<file path="config.mk">
export PLATFORM = sky130hd
export DESIGN_NAME = block_halftone_pattern_mask_flat
export DESIGN_NICKNAME = d
export VERILOG_FILES = /design/src/rtl/core/hpm_pkg.sv /design/src/rtl/core/hpm_if.sv /design/src/rtl/core/hpm_front.sv /design/src/rtl/core/hpm_queue.sv /design/src/rtl/core/hpm_back.sv /design/src/rtl/core/block_halftone_pattern_mask.sv /design/src/flat_wrapper.sv
export SDC_FILE = /design/constraint.sdc
export NUM_CORES = 1
export LEC_CHECK = 0
export BUFFER_PORTS_ARGS = -buffer_cell sky130_fd_sc_hd__buf_2
export CORE_MARGIN = 5
export CORE_UTILIZATION = 41
export DETAILED_ROUTE_END_ITERATION = 8
export RECOVER_POWER = 100
export SLEW_MARGIN = 40
export SYNTH_ARGS = -nofsm -noshare
export SYNTH_HDL_FRONTEND = slang
export SYNTH_SLANG_ARGS = --single-unit
</file>
<file path="constraint.sdc">
create_clock -name clk_i -period 7.6 [get_ports clk_i]
set_input_delay 1.52 -clock clk_i [delete_from_list [all_inputs] [get_ports clk_i]]
set_output_delay 1.52 -clock clk_i [all_outputs]
set_load 0.01 [all_outputs]
</file>
<file path="src/rtl/core/hpm_pkg.sv">
package hpm_pkg;

  localparam int MaxBlock     = 8;
  localparam int PatternCount = 16;
  localparam int SlotW        = 4;
  localparam int PickW        = 4;
  localparam int CountW       = 7;
  localparam int SumW         = 16;
  localparam int DivW         = 20;
  localparam int DivisorW     = 16;
  localparam int FullPixel    = 255 * 3;
  localparam logic [7:0] LevelOn  = 8'd255;
  localparam logic [7:0] LevelOff = 8'd0;

  typedef enum logic {
    OP_PIXEL = 1'b0,
    OP_LOAD  = 1'b1
  } op_e;

  typedef enum logic [3:0] {
    REG_BLOCK_SIZE    = 4'd0,
    REG_PATTERN_SCALE = 4'd1
  } reg_idx_e;

  typedef enum logic [1:0] {
    BK_IDLE,
    BK_DIV,
    BK_READ,
    BK_EMIT
  } back_state_e;

  typedef struct packed {
    logic               is_load;
    logic [SlotW-1:0]   slot;
    logic [63:0]        bits;
    logic [SumW-1:0]    sum;
    logic [CountW-1:0]  count;
    logic [3:0]         scale;
  } job_t;

  typedef struct packed {
    logic full;
    logic empty;
  } q_status_t;

  function automatic logic [CountW-1:0] tile_count(logic [3:0] block_size);
    logic [3:0] e;
    e = block_size;
    if (e == 4'd0) e = 4'd1;
    if (e > 4'(MaxBlock)) e = 4'(MaxBlock);
    return CountW'(e) * CountW'(e);
  endfunction

endpackage

</file>
<file path="src/rtl/core/hpm_if.sv">
interface hpm_in_if;
  logic        valid;
  logic        ready;
  logic        operation;
  logic [7:0]  red;
  logic [7:0]  green;
  logic [7:0]  blue;
  logic [3:0]  pattern_slot;
  logic [63:0] pattern_bits;

  modport source (output valid, operation, red, green, blue, pattern_slot, pattern_bits,
                  input ready);
  modport sink (input valid, operation, red, green, blue, pattern_slot, pattern_bits,
                output ready);
endinterface

interface hpm_out_if;
  logic       valid;
  logic       ready;
  logic [7:0] pixel_level;
  logic [3:0] pattern_used;
  logic       tile_last;

  modport source (output valid, pixel_level, pattern_used, tile_last, input ready);
  modport sink (input valid, pixel_level, pattern_used, tile_last, output ready);
endinterface

interface hpm_cfg_if;
  logic       valid;
  logic       ready;
  logic [3:0] index;
  logic [3:0] data;

  modport source (output valid, index, data, input ready);
  modport sink (input valid, index, data, output ready);
endinterface

</file>
<file path="src/rtl/core/hpm_front.sv">
module hpm_front (
  input  logic             clk_i,
  input  logic             rst_ni,
  hpm_in_if.sink           in_i,
  hpm_cfg_if.sink          cfg_i,
  input  hpm_pkg::q_status_t q_status_i,
  output logic             push_o,
  output hpm_pkg::job_t    job_o
);
  import hpm_pkg::*;

  logic [3:0]        block_size_q;
  logic [3:0]        scale_q;
  logic [SumW-1:0]   sum_q, sum_d;
  logic [CountW-1:0] seen_q, seen_d;
  logic [CountW-1:0] count;
  logic              accept;
  logic              tile_end;

  assign cfg_i.ready = 1'b1;
  assign in_i.ready  = !q_status_i.full;
  assign accept      = in_i.valid && in_i.ready;
  assign count       = tile_count(block_size_q);

  always_ff @(posedge clk_i or negedge rst_ni) begin
    if (!rst_ni) begin
      block_size_q <= 4'd4;
      scale_q      <= 4'd15;
    end else if (cfg_i.valid) begin
      case (cfg_i.index)
        REG_BLOCK_SIZE:    block_size_q <= cfg_i.data;
        REG_PATTERN_SCALE: scale_q      <= cfg_i.data;
        default: ;
      endcase
    end
  end

  always_comb begin
    sum_d    = sum_q + SumW'(in_i.red) + SumW'(in_i.green) + SumW'(in_i.blue);
    seen_d   = seen_q + CountW'(1);
    tile_end = seen_d >= count;
  end

  always_ff @(posedge clk_i or negedge rst_ni) begin
    if (!rst_ni) begin
      sum_q  <= '0;
      seen_q <= '0;
    end else if (accept && in_i.operation == OP_PIXEL) begin
      if (tile_end) begin
        sum_q  <= '0;
        seen_q <= '0;
      end else begin
        sum_q  <= sum_d;
        seen_q <= seen_d;
      end
    end
  end

  always_comb begin
    push_o        = accept && (in_i.operation == OP_LOAD || tile_end);
    job_o.is_load = in_i.operation == OP_LOAD;
    job_o.slot    = in_i.pattern_slot;
    job_o.bits    = in_i.pattern_bits;
    job_o.sum     = sum_d;
    job_o.count   = count;
    job_o.scale   = scale_q;
  end

endmodule

</file>
<file path="src/rtl/core/hpm_queue.sv">
module hpm_queue (
  input  logic               clk_i,
  input  logic               rst_ni,
  input  logic               push_i,
  input  hpm_pkg::job_t      job_i,
  input  logic               pop_i,
  output hpm_pkg::job_t      job_o,
  output hpm_pkg::q_status_t status_o
);
  import hpm_pkg::*;

  job_t       mem_q [2];
  logic       wr_ptr_q, rd_ptr_q;
  logic [1:0] fill_q;
  logic       do_push, do_pop;

  assign status_o.full  = fill_q == 2'd2;
  assign status_o.empty = fill_q == 2'd0;
  assign do_push        = push_i && !status_o.full;
  assign do_pop         = pop_i && !status_o.empty;
  assign job_o          = mem_q[rd_ptr_q];

  always_ff @(posedge clk_i) begin
    if (do_push) begin
      mem_q[wr_ptr_q] <= job_i;
    end
  end

  always_ff @(posedge clk_i or negedge rst_ni) begin
    if (!rst_ni) begin
      wr_ptr_q <= 1'b0;
      rd_ptr_q <= 1'b0;
      fill_q   <= 2'd0;
    end else begin
      if (do_push) wr_ptr_q <= !wr_ptr_q;
      if (do_pop)  rd_ptr_q <= !rd_ptr_q;
      case ({do_push, do_pop})
        2'b10:   fill_q <= fill_q + 2'd1;
        2'b01:   fill_q <= fill_q - 2'd1;
        default: fill_q <= fill_q;
      endcase
    end
  end

endmodule

</file>
<file path="src/rtl/core/hpm_back.sv">
module hpm_back (
  input  logic               clk_i,
  input  logic               rst_ni,
  input  hpm_pkg::job_t      job_i,
  input  hpm_pkg::q_status_t q_status_i,
  output logic               pop_o,
  hpm_out_if.source          out_o
);
  import hpm_pkg::*;

  logic [63:0]         table_q [PatternCount];
  logic [63:0]         pattern_q;
  back_state_e         state_q, state_d;
  logic [DivW-1:0]     rem_q, rem_d;
  logic [DivisorW-1:0] divisor_q;
  logic [2:0]          step_q, step_d;
  logic [PickW-1:0]    pick_q, pick_d;
  logic [CountW-1:0]   count_q;
  logic [5:0]          k_q, k_d;
  logic [DivW-1:0]     shifted;
  logic                last;
  logic                start;

  assign shifted = DivW'(divisor_q) << step_q;
  assign last    = (CountW'(k_q) + CountW'(1)) == count_q;
  assign start   = pop_o && !job_i.is_load;

  always_comb begin
    state_d = state_q;
    rem_d   = rem_q;
    step_d  = step_q;
    pick_d  = pick_q;
    k_d     = k_q;
    pop_o   = 1'b0;
    case (state_q)
      BK_IDLE: begin
        pop_o = !q_status_i.empty;
        if (!q_status_i.empty && !job_i.is_load) begin
          state_d = BK_DIV;
          rem_d   = DivW'(job_i.scale) * DivW'(job_i.sum);
          step_d  = 3'd4;
          pick_d  = '0;
        end
      end
      BK_DIV: begin
        if (step_q == 3'd4) begin
          if (rem_q >= shifted) begin
            pick_d  = PickW'(PatternCount - 1);
            state_d = BK_READ;
          end else begin
            step_d = 3'd3;
          end
        end else begin
          if (rem_q >= shifted) begin
            rem_d = rem_q - shifted;
            pick_d[step_q[1:0]] = 1'b1;
          end
          if (step_q == 3'd0) begin
            state_d = BK_READ;
          end else begin
            step_d = step_q - 3'd1;
          end
        end
      end
      BK_READ: begin
        state_d = BK_EMIT;
        k_d     = '0;
      end
      BK_EMIT: begin
        if (out_o.ready) begin
          k_d = k_q + 6'd1;
          if (last) state_d = BK_IDLE;
        end
      end
      default: state_d = BK_IDLE;
    endcase
  end

  always_ff @(posedge clk_i or negedge rst_ni) begin
    if (!rst_ni) begin
      state_q <= BK_IDLE;
    end else begin
      state_q <= state_d;
    end
  end

  always_ff @(posedge clk_i) begin
    rem_q  <= rem_d;
    step_q <= step_d;
    pick_q <= pick_d;
    k_q    <= k_d;
    if (start) begin
      divisor_q <= DivisorW'(FullPixel * int'(job_i.count));
      count_q   <= job_i.count;
    end
  end

  always_ff @(posedge clk_i) begin
    if (pop_o && job_i.is_load && int'(job_i.slot) < PatternCount) begin
      table_q[job_i.slot] <= job_i.bits;
    end
    if (state_q == BK_READ) begin
      pattern_q <= table_q[pick_q];
    end
  end

  assign out_o.valid        = state_q == BK_EMIT;
  assign out_o.pixel_level  = pattern_q[k_q] ? LevelOn : LevelOff;
  assign out_o.pattern_used = pick_q;
  assign out_o.tile_last    = last;

endmodule

</file>
<file path="src/rtl/core/block_halftone_pattern_mask.sv">
// Channel  Direction  Word
// in_i     sink       operation, red, green, blue, pattern_slot, pattern_bits
// out_o    source     pixel_level, pattern_used, tile_last
// cfg_i    sink       index, data (block_size = 0, pattern_scale = 1)
//
// Input words are taken one per cycle while the two-entry job queue has room.
// Each completed tile passes through the back end as product, index division
// (one quotient bit per cycle, cut short when the index saturates), table
// read and output words. A load is written to the table as it is popped.
// Reset clears the tile sums, the queue and the back-end state; the pattern
// table holds nothing valid until loaded. Either side may stall at any time.
module block_halftone_pattern_mask (
  input  logic     clk_i,
  input  logic     rst_ni,
  hpm_in_if.sink   in_i,
  hpm_cfg_if.sink  cfg_i,
  hpm_out_if.source out_o
);
  import hpm_pkg::*;

  job_t      push_job, head_job;
  logic      push, pop;
  q_status_t q_status;

  hpm_front u_front (
    .clk_i      (clk_i),
    .rst_ni     (rst_ni),
    .in_i       (in_i),
    .cfg_i      (cfg_i),
    .q_status_i (q_status),
    .push_o     (push),
    .job_o      (push_job)
  );

  hpm_queue u_queue (
    .clk_i    (clk_i),
    .rst_ni   (rst_ni),
    .push_i   (push),
    .job_i    (push_job),
    .pop_i    (pop),
    .job_o    (head_job),
    .status_o (q_status)
  );

  hpm_back u_back (
    .clk_i      (clk_i),
    .rst_ni     (rst_ni),
    .job_i      (head_job),
    .q_status_i (q_status),
    .pop_o      (pop),
    .out_o      (out_o)
  );

endmodule

</file>
<file path="src/flat_wrapper.sv">
// flat-port wrapper written by rule: the top's interface ports become plain ports
module block_halftone_pattern_mask_flat import hpm_pkg::*;
  (clk_i, rst_ni, in_i_valid, in_i_operation, in_i_red, in_i_green, in_i_blue, in_i_pattern_slot, in_i_pattern_bits, in_i_ready, cfg_i_valid, cfg_i_index, cfg_i_data, cfg_i_ready, out_o_valid, out_o_pixel_level, out_o_pattern_used, out_o_tile_last, out_o_ready);
  hpm_in_if in_i_i ();
  hpm_cfg_if cfg_i_i ();
  hpm_out_if out_o_i ();
  input  logic clk_i;
  input  logic rst_ni;
  input wire logic [$bits(in_i_i.valid)-1:0] in_i_valid;
  input wire logic [$bits(in_i_i.operation)-1:0] in_i_operation;
  input wire logic [$bits(in_i_i.red)-1:0] in_i_red;
  input wire logic [$bits(in_i_i.green)-1:0] in_i_green;
  input wire logic [$bits(in_i_i.blue)-1:0] in_i_blue;
  input wire logic [$bits(in_i_i.pattern_slot)-1:0] in_i_pattern_slot;
  input wire logic [$bits(in_i_i.pattern_bits)-1:0] in_i_pattern_bits;
  output wire logic [$bits(in_i_i.ready)-1:0] in_i_ready;
  input wire logic [$bits(cfg_i_i.valid)-1:0] cfg_i_valid;
  input wire logic [$bits(cfg_i_i.index)-1:0] cfg_i_index;
  input wire logic [$bits(cfg_i_i.data)-1:0] cfg_i_data;
  output wire logic [$bits(cfg_i_i.ready)-1:0] cfg_i_ready;
  output wire logic [$bits(out_o_i.valid)-1:0] out_o_valid;
  output wire logic [$bits(out_o_i.pixel_level)-1:0] out_o_pixel_level;
  output wire logic [$bits(out_o_i.pattern_used)-1:0] out_o_pattern_used;
  output wire logic [$bits(out_o_i.tile_last)-1:0] out_o_tile_last;
  input wire logic [$bits(out_o_i.ready)-1:0] out_o_ready;
  assign in_i_i.valid = in_i_valid;
  assign in_i_i.operation = in_i_operation;
  assign in_i_i.red = in_i_red;
  assign in_i_i.green = in_i_green;
  assign in_i_i.blue = in_i_blue;
  assign in_i_i.pattern_slot = in_i_pattern_slot;
  assign in_i_i.pattern_bits = in_i_pattern_bits;
  assign in_i_ready = in_i_i.ready;
  assign cfg_i_i.valid = cfg_i_valid;
  assign cfg_i_i.index = cfg_i_index;
  assign cfg_i_i.data = cfg_i_data;
  assign cfg_i_ready = cfg_i_i.ready;
  assign out_o_valid = out_o_i.valid;
  assign out_o_pixel_level = out_o_i.pixel_level;
  assign out_o_pattern_used = out_o_i.pattern_used;
  assign out_o_tile_last = out_o_i.tile_last;
  assign out_o_i.ready = out_o_ready;
  block_halftone_pattern_mask u_core (.clk_i(clk_i), .rst_ni(rst_ni), .in_i(in_i_i), .cfg_i(cfg_i_i), .out_o(out_o_i));
endmodule
</file>
==> impl_metrics.json <==
{
  "min_delay_path_depth": 1,
  "vdd_drop_max_mv": 0.671,
  "maxSlewViolCount": 1063,
  "ctsLongestPathBuffers": 3,
  "crit_fanout": 52,
  "drc": 0,
  "crit_start": "u_core.u_queue.rd_ptr_q$_DFFE_PN0P_",
  "antenna_found_initial": 3,
  "post_cts_buffers": 0,
  "synth_top_cell_area_share": 0.699,
  "yosys_warnings": 0,
  "wl_mm": 127,
  "clkSlewWorstSetupHoldPaths_ns": 0.06,
  "tns_ns": 0,
  "synth_ff_type": "edfxtp_1",
  "r2r.worst_path.cells": 7,
  "area_delta_synth_final_pct": 13.1,
  "seqPwrFrac": 0.351,
  "place_hpwl_mm": 70.5,
  "slew_headroom": -1.49,
  "clock_skew_ns": 0.0674,
  "die_h_um": 383,
  "worst_slew_pin_slew_ns": 3.74,
  "hold_start": "u_core.u_front.sum_q[8]$_DFFE_PN0P_",
  "cp-start-kind": "flop",
  "reg2reg_from": "u_core.u_queue.rd_ptr_q$_DFFE_PN0P_",
  "synth-async-reset-ratio": 0.0270,
  "synth_top_area_cell": "edfxtp_1",
  "setup_viol": 0,
  "cts_root_buf": "clkbuf_16",
  "worst-path-buf-inv": 3,
  "hold_violations": 0,
  "grt_pass1_wl_mm": 188,
  "path_class": "flop to flop",
  "end_kind": "flop",
  "gp_congestion": 0.844,
  "antennaDiodeCount": 0,
  "finalCritPeriodShare": 0.826,
  "port_buffers": 120,
  "synthCells": 2836,
  "crit_path_max_incr_delay_ns": 1.95,
  "pwr-share-comb": 0.428,
  "synth_cell_types": 67,
  "postSynthAreaPerCell_um2": 20.2,
  "vias": 27500,
  "rsz0062_at_grt": "false",
  "core_um2": 139000,
  "overflow": 0,
  "violations": "max-capacitance violations, max-slew violations",
  "critical_path.top_delay_family": "buffers and inverters",
  "clock_power_share": 0.220,
  "die_width_um": 383,
  "first_pass_iters": 5,
  "drtIter0Drc": 2295,
  "status": "finished with violations",
  "worst_path_max_delay_cell": "clkbuf_1",
  "intPower_mw": 20.0,
  "grt_max_degree": 110,
  "numCtsBuffers": 144,
  "die_area_um2": 147000,
  "path_cells": "buf_4, mux2i_1, nor2_1, o21ai_0, clkbuf_1, nor2_1, clkbuf_1",
  "cts_tree": "yes",
  "fillCellCount": 11500,
  "critical_path_arrival_ns": 6.60,
  "switching_share": 0.349,
  "cts.sinks": 1368,
  "synth-edff-count": 1331,
  "required_ns": 7.93,
  "synth_area_um2": 57200,
  "fin_area_um2": 64700,
  "seq_area_frac_synth": 0.715,
  "start_util": 0.411,
  "cts_hold_buf": 0,
  "track_usage": 0.172,
  "worstSetupPathDepth": 7,
  "fmax_mhz": 159,
  "post_cts_resized": 0,
  "period_needed_ns": 6.28,
  "ant_nets": 0,
  "num_rows": 137,
  "cap_violations": 28,
  "yosys-top-cells-area": "edfxtp_1 (70%), mux4_2 (14%), ha_1 (2.4%)",
  "ios": 122,
  "p_switching_mw": 10.8,
  "grt_pass1_vias": 29300,
  "place_area_um2": 60400,
  "p_per_area_nw_per_um2": 476,
  "htreeDepth": 4,
  "leakagePower_nw": 21.3,
  "via_per_inst": 5.47,
  "wl_per_cell_um": 25.1,
  "hp-class": "flop to flop",
  "clk_latency_ns": 0.79,
  "ys_ff_latch": 1368,
  "fin_nets": 3324,
  "drive_above_1_share": 0.219
}
-- cell usage after synthesis, drive strengths merged (3+ instances only) --
library cell / number
xor2: 26
or3: 5
clkbuf: 71
xnor2: 45
dfrtp: 32
nor2: 81
a211oi: 12
nor2b: 20
nor4: 3
nand2: 100
nor3: 26
ha: 111
mux2i: 28
o21bai: 6
fa: 63
edfxtp: 1331
nand2b: 10
o31ai: 5
o21ai: 40
mux4: 349
nand3: 17
inv: 98
mux2: 96
and3: 7
o22ai: 5
and2: 20
a31o: 5
nand4: 6
a31oi: 16
a22o: 15
o21a: 13
a21oi: 59
buf: 50
o211ai: 4
a21o: 15
dfstp: 5
-- registers in the layout, summed over array words and instances (netlist names), 4 cells and up --
signal	count
u_core.u_back.pattern_q	64
u_core.u_back.divisor_q	15
u_core.u_front.seen_q	7
u_core.u_front.scale_q	4
u_core.u_back.table_q	1024
u_core.u_front.sum_q	16
u_core.u_queue.mem_q	190
u_core.u_back.k_q	6
u_core.u_back.rem_q	20
u_core.u_front.block_size_q	4
u_core.u_back.out_o.pattern_used	4
u_core.u_back.count_q	5
-- power groups by stage --
| stage | Clock [mW] | Combinational, mW | Sequential, mW |
|---|---|---|---|
| 3_5_place_dp | 0 | 13.1 | 10.9 |
| 3_3_place_gp | 0 | 12.7 | 10.9 |
| 2_1_floorplan | 0 | 9.99 | 10.7 |
| 4_1_cts | 6.95 | 13.2 | 10.8 |
| 5_1_grt | 7.27 | 14.7 | 10.9 |
| 6_report | 6.78 | 13.2 | 10.8 |
-- cell usage in the layout, fill, tap and decap left out, types with 32 or more instances in the layout --
master	n
nand2_1	100
dfrtp_1	32
clkbuf_1	106
clkinv_1	32
inv_1	97
xnor2_1	45
clkbuf_16	144
nor2_1	75
ha_1	111
buf_2	66
o21ai_0	40
fa_1	63
mux2_1	72
edfxtp_1	1331
a21oi_1	58
mux4_2	349
-- per-stage QoR --
stage,hold slack [ns],setup WS (ns),util,std cells,total power [mW]
2_1_floorplan,0.468,0.631,-,2837,20.7
6_report,0.509,1.32,0.465,5032,30.8
4_1_cts,0.513,1.93,0.468,5030,31.0
3_5_place_dp,0.493,2.38,0.434,4772,24.1
5_1_grt,0.529,0.964,0.465,5032,32.9
3_3_place_gp,0.486,2.24,0.434,4767,23.7
-- worst paths after layout --
check / slack (ns) / endpoint
worst max-delay path: 1.32 / u_core.u_back.table_q[0][16]$_DFFE_PP_
worst min-delay path: 0.51 / u_core.u_front.sum_q[8]$_DFFE_PN0P_
worst max register to register: 1.32 / u_core.u_back.table_q[0][16]$_DFFE_PP_
worst min register to register: 0.51 / u_core.u_front.sum_q[8]$_DFFE_PN0P_
max in group asynchronous: 4.83 / u_core.u_front.seen_q[3]$_DFFE_PN0P_
min in group asynchronous: 1.46 / u_core.u_front.seen_q[4]$_DFFE_PN0P_
-- kinds of logic after synthesis --
| logic type | Yosys count | synth area share |
|---|---|---|
| other | 2 | 0.000131 |
| buffers and inverters | 220 | 0.0156 |
| adders and majority gates | 174 | 0.0463 |
| muxes | 473 | 0.161 |
| DFF | 1368 | 0.715 |
| xor gates and xnor gates | 71 | 0.0109 |
| AOI/OAI and AO/OA | 220 | 0.0253 |
| and+or+nand+nor | 308 | 0.0253 |
-- per-layer routing --
| metal | routed length [µm] | global-route usage | part of all wire |
|---|---|---|---|
| met2 | 62600 | 0.286 | 0.49 |
| met1 | 53600 | 0.236 | 0.42 |
| met3 | 7670 | 0.0336 | 0.061 |
| met5 | 0 | 0 | 0 |
| met4 | 2680 | 0.0456 | 0.021 |
-- final cells by class --
class / count / area (µm²) / share of cell area
Clock buffer: 175 / 3740 / 0.0578
Clock inverter: 83 / 856 / 0.0132
Inverter: 99 / 372 / 0.00574
Multi-Input combinational cell: 1249 / 15400 / 0.239
Sequential cell: 1368 / 40900 / 0.632
Tap cell: 1876 / 2350 / 0.0363
Timing Repair Buffer: 182 / 1040 / 0.0160
No activity file was read; power rests on OpenSTA's default activity.
